[src/hw/rtl/assert_macros.svh]
// Assertion macros for the load protection and fan monitor RTL.
// No dependencies; included by modules that carry concurrent checks.
`ifndef ASSERT_MACROS_SVH
`define ASSERT_MACROS_SVH

// Checked on every rising aclk edge outside reset.
`define LPFM_ASSERT(label, prop, msg) \
    label: assert property (@(posedge aclk) disable iff (!aresetn) prop) else $error(msg);

// Checked on every rising aclk edge, reset included.
`define LPFM_ASSERT_ALWAYS(label, prop, msg) \
    label: assert property (@(posedge aclk) prop) else $error(msg);

`endif

[src/hw/rtl/lpfm_pkg.sv]
// Types and constants for the load protection and fan monitor.
// No dependencies; imported by load_protection_and_fan_monitor_unit.
package lpfm_pkg;

    localparam int TEMP_CODE_BITS = 12;

    localparam int V_W    = 16;
    localparam int I_W    = 15;
    localparam int CODE_W = 12;
    localparam int TEN_W  = 11;
    localparam int SCL_W  = 16;
    localparam int CFG_W  = 20;
    localparam int IDX_W  = 3;
    localparam int P_W    = V_W + I_W;
    localparam int TP_W   = TEMP_CODE_BITS + SCL_W;
    localparam int IN_W   = 48;
    localparam int OUT_W  = 16;

    localparam int MUL_STEPS = V_W;
    localparam int STEP_W    = $clog2(MUL_STEPS);

    localparam logic [TEN_W-1:0] HOT_TENTHS = 11'd400;
    localparam logic [TEN_W-1:0] TEMP_MAX   = 11'd1500;
    localparam logic [TEN_W-1:0] LIM_KNEE   = 11'd250;
    localparam logic [16:0]      HOT_MAX    = 17'd131071;
    localparam logic [15:0]      TICK_MAX   = 16'd65535;

    // Four times the per-device derating limit, in microwatts.
    localparam logic [29:0] LIM4_MAX   = 30'd856000000;
    localparam logic [29:0] LIM4_BASE  = 30'd996000000;
    localparam logic [19:0] LIM4_SLOPE = 20'd560000;

    typedef enum logic [IDX_W-1:0] {
        REG_MAX_VOLTAGE  = 3'd0,
        REG_CURRENT_CUT  = 3'd1,
        REG_POWER_CUT    = 3'd2,
        REG_TEMP_CUT     = 3'd3,
        REG_INTERVAL     = 3'd4,
        REG_FAN_HOLD     = 3'd5,
        REG_TEMP_SCALE   = 3'd6
    } cfg_idx_t;

    typedef enum logic [2:0] {
        TRIP_NONE    = 3'd0,
        TRIP_VOLTAGE = 3'd1,
        TRIP_CURRENT = 3'd2,
        TRIP_POWER   = 3'd3,
        TRIP_TEMP    = 3'd4,
        TRIP_DISS    = 3'd5
    } trip_t;

    typedef enum logic [2:0] {
        ST_IDLE,
        ST_MUL,
        ST_TEMP,
        ST_LIM,
        ST_CMP
    } state_t;

endpackage

[src/hw/rtl/load_protection_and_fan_monitor_unit.sv]
// Channel    | Dir | Fields (tdata, lowest bit first)
// s_ (tick)  | in  | voltage_mv[15:0] current_ma[30:16] temp_code[42:31], zero pad
// m_ (status)| out | trip_code[2:0] fan_on[3] temperature_tenths[14:4] temp_updated[15]
// cfg_       | in  | cfg_index selects register, cfg_wdata value, cfg_we strobe
//
// m_tvalid rises after a tick transfer once the bit-serial V*I and code*scale
// multipliers, then the timer/fan, limit and compare steps have run. A new tick
// is taken only after the unit returns to idle, not while one is in flight.
// Synchronous active-low reset restores register defaults and clears timers.
// A finished result sits in the output register; the next tick is taken while
// it waits, and the compare step stalls only until that register is free.
// Depends on lpfm_pkg and assert_macros.svh.
`include "assert_macros.svh"

module load_protection_and_fan_monitor_unit
    import lpfm_pkg::*;
(
    input  logic                 aclk,
    input  logic                 aresetn,
    input  logic                 s_tvalid,
    output logic                 s_tready,
    input  logic [IN_W-1:0]      s_tdata,   // voltage_mv, current_ma, temp_code, pad
    output logic                 m_tvalid,
    input  logic                 m_tready,
    output logic [OUT_W-1:0]     m_tdata,   // trip_code, fan_on, temperature_tenths, temp_updated
    input  logic                 cfg_we,
    input  logic [IDX_W-1:0]     cfg_index,
    input  logic [CFG_W-1:0]     cfg_wdata
);

    state_t state_reg, state_next;

    logic [V_W-1:0]   maxv_reg;
    logic [I_W-1:0]   ccut_reg;
    logic [CFG_W-1:0] pcut_reg;
    logic [TEN_W-1:0] tcut_reg;
    logic [15:0]      interval_reg;
    logic [15:0]      hold_reg;
    logic [SCL_W-1:0] scale_reg;

    logic [15:0]      tick_reg;
    logic [16:0]      hot_reg;
    logic             fan_reg;
    logic [TEN_W-1:0] temp_reg;
    logic             upd_reg;

    logic [STEP_W-1:0] step_reg;
    logic [P_W-1:0]    pv_reg;
    logic [TP_W-1:0]   tp_reg;
    logic [V_W-1:0]    v_reg;
    logic [I_W-1:0]    i_reg;

    logic [29:0] lim4_reg, lim4_next;
    logic [21:0] i100_reg, i100_next;
    logic [21:0] c101_reg, c101_next;
    logic [29:0] p1000_reg, p1000_next;

    logic             m_valid_reg;
    logic [OUT_W-1:0] m_data_reg;

    logic in_ready, mul_en, tick_en, lim_en, cmp_en, out_free, accept;

    logic [15:0]      code_wide;
    logic [I_W:0]     pv_sum;
    logic [SCL_W:0]   tp_sum;
    logic             tp_step;
    logic [TP_W-9:0]  t_raw;
    logic [TEN_W-1:0] t_sat;
    logic [16:0]      hot_inc;
    logic [15:0]      tick_inc;
    logic             check;
    logic [29:0]      lim_prod;
    trip_t            trip_next;

    assign out_free = !m_valid_reg || m_tready;
    assign accept   = s_tvalid && in_ready;
    assign s_tready = in_ready;
    assign m_tvalid = m_valid_reg;
    assign m_tdata  = m_data_reg;

    // next state
    always_comb begin
        state_next = state_reg;
        unique case (state_reg)
            ST_IDLE: if (s_tvalid) state_next = ST_MUL;
            ST_MUL:  if (step_reg == STEP_W'(MUL_STEPS - 1)) state_next = ST_TEMP;
            ST_TEMP: state_next = ST_LIM;
            ST_LIM:  state_next = ST_CMP;
            ST_CMP:  if (out_free) state_next = ST_IDLE;
            default: state_next = ST_IDLE;
        endcase
    end

    // control strobes
    always_comb begin
        in_ready = 1'b0;
        mul_en   = 1'b0;
        tick_en  = 1'b0;
        lim_en   = 1'b0;
        cmp_en   = 1'b0;
        unique case (state_reg)
            ST_IDLE: in_ready = 1'b1;
            ST_MUL:  mul_en   = 1'b1;
            ST_TEMP: tick_en  = 1'b1;
            ST_LIM:  lim_en   = 1'b1;
            ST_CMP:  cmp_en   = out_free;
            default: in_ready = 1'b0;
        endcase
    end

    always_ff @(posedge aclk) begin
        if (!aresetn) state_reg <= ST_IDLE;
        else          state_reg <= state_next;
    end

    // configuration registers
    always_ff @(posedge aclk) begin
        if (!aresetn) begin
            maxv_reg     <= 16'd55000;
            ccut_reg     <= 15'd16000;
            pcut_reg     <= 20'd200000;
            tcut_reg     <= 11'd800;
            interval_reg <= 16'd1000;
            hold_reg     <= 16'd10000;
            scale_reg    <= 16'd256;
        end else if (cfg_we) begin
            unique case (cfg_idx_t'(cfg_index))
                REG_MAX_VOLTAGE: maxv_reg     <= cfg_wdata[V_W-1:0];
                REG_CURRENT_CUT: ccut_reg     <= cfg_wdata[I_W-1:0];
                REG_POWER_CUT:   pcut_reg     <= cfg_wdata;
                REG_TEMP_CUT:    tcut_reg     <= cfg_wdata[TEN_W-1:0];
                REG_INTERVAL:    interval_reg <= cfg_wdata[15:0];
                REG_FAN_HOLD:    hold_reg     <= cfg_wdata[15:0];
                REG_TEMP_SCALE:  scale_reg    <= cfg_wdata[SCL_W-1:0];
                default: ;
            endcase
        end
    end

    // bit-serial multipliers: V*I over 16 steps, code*scale over the code bits
    assign code_wide = {4'b0, s_tdata[V_W+I_W +: CODE_W]};
    assign pv_sum    = {1'b0, pv_reg[P_W-1:V_W]} + {1'b0, i_reg};
    assign tp_sum    = {1'b0, tp_reg[TP_W-1:TEMP_CODE_BITS]} + {1'b0, scale_reg};
    assign tp_step   = {1'b0, step_reg} < (STEP_W + 1)'(TEMP_CODE_BITS);

    always_ff @(posedge aclk) begin
        if (!aresetn) begin
            step_reg <= '0;
        end else if (accept) begin
            step_reg <= '0;
        end else if (mul_en) begin
            step_reg <= step_reg + STEP_W'(1);
        end
    end

    always_ff @(posedge aclk) begin
        if (accept) begin
            v_reg  <= s_tdata[V_W-1:0];
            i_reg  <= s_tdata[V_W +: I_W];
            pv_reg <= {{I_W{1'b0}}, s_tdata[V_W-1:0]};
            tp_reg <= {{SCL_W{1'b0}}, code_wide[TEMP_CODE_BITS-1:0]};
        end else if (mul_en) begin
            pv_reg <= pv_reg[0] ? {pv_sum, pv_reg[V_W-1:1]} : {1'b0, pv_reg[P_W-1:1]};
            if (tp_step) begin
                tp_reg <= tp_reg[0] ? {tp_sum, tp_reg[TEMP_CODE_BITS-1:1]}
                                    : {1'b0, tp_reg[TP_W-1:1]};
            end
        end
    end

    // timers, temperature and fan
    assign t_raw    = tp_reg[TP_W-1:8];
    assign t_sat    = (t_raw > (TP_W - 8)'(TEMP_MAX)) ? TEMP_MAX : t_raw[TEN_W-1:0];
    assign hot_inc  = (hot_reg != HOT_MAX) ? hot_reg + 17'd1 : hot_reg;
    assign tick_inc = (tick_reg != TICK_MAX) ? tick_reg + 16'd1 : tick_reg;
    assign check    = tick_inc >= interval_reg;

    always_ff @(posedge aclk) begin
        if (!aresetn) begin
            tick_reg <= '0;
            hot_reg  <= '0;
            fan_reg  <= 1'b0;
            temp_reg <= '0;
            upd_reg  <= 1'b0;
        end else if (tick_en) begin
            upd_reg <= check;
            if (check) begin
                tick_reg <= '0;
                temp_reg <= t_sat;
                if (t_sat >= HOT_TENTHS) begin
                    fan_reg <= 1'b1;
                    hot_reg <= '0;
                end else begin
                    hot_reg <= hot_inc;
                    if (fan_reg && hot_inc >= {1'b0, hold_reg}) fan_reg <= 1'b0;
                end
            end else begin
                tick_reg <= tick_inc;
                hot_reg  <= hot_inc;
            end
        end
    end

    // trip thresholds
    assign lim_prod   = {10'b0, LIM4_SLOPE} * {19'b0, temp_reg};
    assign lim4_next  = (temp_reg < LIM_KNEE) ? LIM4_MAX : LIM4_BASE - lim_prod;
    assign i100_next  = {7'b0, i_reg} * 22'd100;
    assign c101_next  = {7'b0, ccut_reg} * 22'd101;
    assign p1000_next = {10'b0, pcut_reg} * 30'd1000;

    always_ff @(posedge aclk) begin
        if (lim_en) begin
            lim4_reg  <= lim4_next;
            i100_reg  <= i100_next;
            c101_reg  <= c101_next;
            p1000_reg <= p1000_next;
        end
    end

    // priority trip check
    always_comb begin
        if (v_reg > maxv_reg)                    trip_next = TRIP_VOLTAGE;
        else if (i100_reg > c101_reg)            trip_next = TRIP_CURRENT;
        else if (pv_reg > {1'b0, p1000_reg})     trip_next = TRIP_POWER;
        else if (temp_reg > tcut_reg)            trip_next = TRIP_TEMP;
        else if (pv_reg >= {1'b0, lim4_reg})     trip_next = TRIP_DISS;
        else                                     trip_next = TRIP_NONE;
    end

    always_ff @(posedge aclk) begin
        if (!aresetn) begin
            m_valid_reg <= 1'b0;
        end else if (cmp_en) begin
            m_valid_reg <= 1'b1;
        end else if (m_tready) begin
            m_valid_reg <= 1'b0;
        end
    end

    always_ff @(posedge aclk) begin
        if (cmp_en) m_data_reg <= {upd_reg, temp_reg, fan_reg, trip_next};
    end

    `LPFM_ASSERT(a_fan_on_at_check, $rose(fan_reg) |-> upd_reg, "fan turned on without a check")
    `LPFM_ASSERT(a_accept_starts_mul, accept |=> (state_reg == ST_MUL && step_reg == '0),
        "transfer did not start the multiplier")
    `LPFM_ASSERT_ALWAYS(a_temp_range, (!aresetn || temp_reg <= TEMP_MAX), "temperature above saturation")

endmodule
[config.mk]
export PLATFORM = sky130hd
export DESIGN_NAME = load_protection_and_fan_monitor_unit
export DESIGN_NICKNAME = d
export VERILOG_FILES = /design/src/hw/rtl/lpfm_pkg.sv /design/src/hw/rtl/load_protection_and_fan_monitor_unit.sv
export VERILOG_INCLUDE_DIRS = /design/src /design/src/hw/rtl
export SDC_FILE = /design/constraint.sdc
export NUM_CORES = 1
export LEC_CHECK = 0
export BUFFER_PORTS_ARGS = -buffer_cell sky130_fd_sc_hd__buf_4
export CAP_MARGIN = 40
export CORE_MARGIN = 2
export CORE_UTILIZATION = 58
export DETAILED_ROUTE_END_ITERATION = 10
export PLACE_DENSITY = 0.79
export SYNTH_ARGS = -nofsm -noshare
export SYNTH_HDL_FRONTEND = slang
export SYNTH_SLANG_ARGS = --single-unit
export TNS_END_PERCENT = 100
[constraint.sdc]
create_clock -name aclk -period 5.4 [get_ports aclk]
set_clock_uncertainty 0.2 [all_clocks]
set_input_delay 1.08 -clock aclk [delete_from_list [all_inputs] [get_ports aclk]]
set_output_delay 1.08 -clock aclk [all_outputs]
set_load 0.005 [all_outputs]
==> impl_metrics.csv <==
group,metric,value,unit
outcome,status,"finished, final reports clean",
layout,nNetsFinal,3678,
placement,port_buffers,88,
routing,ant_nets,0,
power_and_ir_drop,leakagePower,14.7,nW
grt,grt_pass1_vias,22200,
critical_path,reg2regPathDepth,20,
timing,report.final.hold_viol_count,0,
routing,first_iter_violations,1684,
critical_path,crit_fanout,4,
routing,wl_per_cell,18.6,um
critical_path,worst_path_most_repeated_cell,"fa_1",
placement,place_ws,-57.6,ps
timing,setup_violations,0,
clock_network,clk_path_buf_depth,3,
floorplanning,core,47400,sq um
power_and_ir_drop,vdd_drop_max,0.172,mV
layout,multi_input_area,17400,sq um
floorplanning,die_area,49600,sq um
routing,via_per_inst,5.86,
min_path,hold_path_depth,2,
layout,largest_register_ffs,31,
min_path,min_to,"hold_reg[12]",
grt,antenna_found_initial,3,
critical_path,regToRegEndpoint,"lim4_reg[27]",
timing,rsz0062_at_grt,"true",
logic_synthesis,syn_avg_cell_area,9.48,sq um
critical_path,worstSetupEndpointType,"flip-flop",
routing,drc_errors,0,
timing,period_needed,5290,ps
timing,relSlewSlack,0.394,
grt,grt_first_pass_wirelength,111,mm
placement,gp_congestion,0.917,
clock_network,path_clk_slew,60,ps
clock_network,cts-root-buf,"clkbuf_16",
placement,dpl-instance-area,29400,sq um
layout,area_delta_synth_final,12.8,%
floorplanning,rows,80,
placement,dp_cells,3613,
placement,hpwl,52.0,mm
layout,seq_area,8930,sq um
critical_path,rr_startpoint,"temp_reg[10]",
clock_network,htreeDepth,2,
logic_synthesis,synth_nets,3546,
critical_path,cp-start-kind,"flip-flop",
routing,vias,21700,
timing,max_freq,189,MHz
min_path,hold_path.class,"flip-flop to flip-flop",
power_and_ir_drop,power_density,270,nW/um^2
critical_path,path_cells,"fa_1 > inv_1 > fa_1 > fa_1 > inv_1 > ha_1 > inv_1 > fa_1 > inv_2 > ha_4 > a21oi_4 > nand2_2 > o211a_4 > o2111a_1 > a211oi_4 > nor4_4 > a221oi_2 > buf_4 > xor2_1 > nor2_1",
logic_synthesis,synth_area,27700,sq um
critical_path,cp.required,5520,ps
clock_network,cts_tree,"built",
min_path,hp-start,"hold_reg[12]",
timing,whs,265,ps
grt,grt_max_degree,70,
routing,wl,68.9,mm
logic_synthesis,ys_warn_count,0,
critical_path,r2r_setup_slack,110,ps
floorplanning,top_level_ports,94,
clock_network,clock_latency,580,ps
floorplanning,die_w,223,um
routing,first_pass_iters,5,
layout,final_area,31300,sq um
logic_synthesis,ys_types,93,
layout,n_fill_cell,3663,
grt,grt_usage,0.279,
floorplanning,start_util,0.585,
critical_path,critical_path.top_delay_family,"adder cells",
critical_path,path_class,"flip-flop to flip-flop",
grt,overflow,0,
logic_synthesis,seq_area_frac_synth,0.321,
critical_path,crit_slowest_cell,"fa_1",
floorplanning,dieHeight,223,um
layout,final_cell_count_no_fill,3709,
timing,finalCritPeriodShare,0.981,
logic_synthesis,synth_ff_type,"dfxtp_1",
critical_path,path_buf_inv,5,
logic_synthesis,synth_seq_cells,362,
logic_synthesis,async_flop_share,0,
clock_network,cts.sink_count,362,
timing,setup_slack,105,ps
layout,drive_gt1_frac,0.103,
run,cap_viol_max_count,0,
timing,slew_violations,0,
critical_path,worstPathArrival,5410,ps
critical_path,worstSetupStartpoint,"temp_reg[10]",
clock_network,numCtsBuffers,42,
timing,tightestPinTransition,901,ps
clock_network,ctsHoldBuffers,0,
logic_synthesis,synth-edff-count,167,
logic_synthesis,synth_cells,2926,
critical_path,slowest_delay,540,ps
## layout make-up
| class | instances | area share |
|---|---|---|
| Multi-Input combinational cell | 2103 | 0.556 |
| Antenna cell | 2 | 0.000160 |
| Clock inverter | 25 | 0.00835 |
| Timing Repair Buffer | 160 | 0.0410 |
| Tap cell | 615 | 0.0246 |
| Clock buffer | 53 | 0.0375 |
| Sequential cell | 362 | 0.285 |
| Inverter | 389 | 0.0467 |
## cells by family (layout without fill, tap and decap cells)
kind of cell,count (synthesis),after routing,synth area share
mux,29,29,0.0106
flops,362,362,0.321
other cells,0,2,0
compound gates,588,588,0.147
fa+ha+maj,544,544,0.280
buf+inv,461,627,0.0629
simple gates,805,805,0.134
xor+xnor,137,137,0.0441
## routing by layer
metal	GRT usage	vias to the layer above	wire, um
met3	0.0414	179	4020
met5	0	-	0
met4	0.126	0	3100
met1	0.351	10500	28600
li1	-	10400	-
met2	0.477	594	33200
## cell usage in the layout, fill, tap and decap left out, types with 90 or more instances in the layout
master,netlist,routed
ha_1,417,411
nand2_1,402,400
inv_1,388,387
dfxtp_1,195,187
edfxtp_1,167,167
buf_4,2,151
fa_1,127,127
nor2_1,115,110
o21ai_0,109,107
a21oi_1,102,100
a21boi_0,90,90
## worst max path at each step
stage,end,cells after the start
2_1_floorplan,lim4_reg[27],19
3_3_place_gp,lim4_reg[28],20
3_5_place_dp,lim4_reg[29],19
4_1_cts,lim4_reg[29],18
5_1_grt,lim4_reg[27],21
6_report,lim4_reg[27],20
## cells in the mapped netlist (31+ instances only)
cell	n	area (sq um)
nand2_1	402	1510
o21a_1	31	233
nor3_1	33	165
clkbuf_1	60	225
fa_1	127	2540
xor2_1	42	368
a21boi_0	90	676
o21ai_0	109	546
nand3_1	78	390
dfxtp_1	195	3900
edfxtp_1	167	5010
o211ai_1	47	353
nand4_1	33	206
xnor2_1	92	806
a21o_1	72	541
nor2_1	115	432
ha_1	417	5220
a21oi_1	102	510
inv_1	388	1460
## through the flow
step,power (mW),utilization,TNS [ps]
CTS,8.46,0.652,0
finish,8.46,0.660,0
global route,8.91,0.660,-339
detailed placement,5.48,0.620,-65.2
floorplan,4.91,-,0
global placement,5.34,0.617,0
## worst register-to-register path: cells and delay by family, from the launching register on
kind / cells / cell delay [ps]
fa+ha+maj: 6 / 2450
compound gates: 5 / 1340
buf+inv: 5 / 380
xor+xnor: 1 / 140
flops: 1 / 340
simple gates: 3 / 200
## power by group
part	total (mW)	internal (mW)	switching, mW
clock network	2.97	1.75	1.22
registers	3.24	3.09	0.159
logic	2.25	0.997	1.25
## repair_timing
action | in CTS | in global routing
pin swaps | 13 | 38
buffers inserted | 4 | 12
setup endpoints to repair | 4 | 23
gates resized for setup | 13 | 50
(Power assumes the default switching activity.)
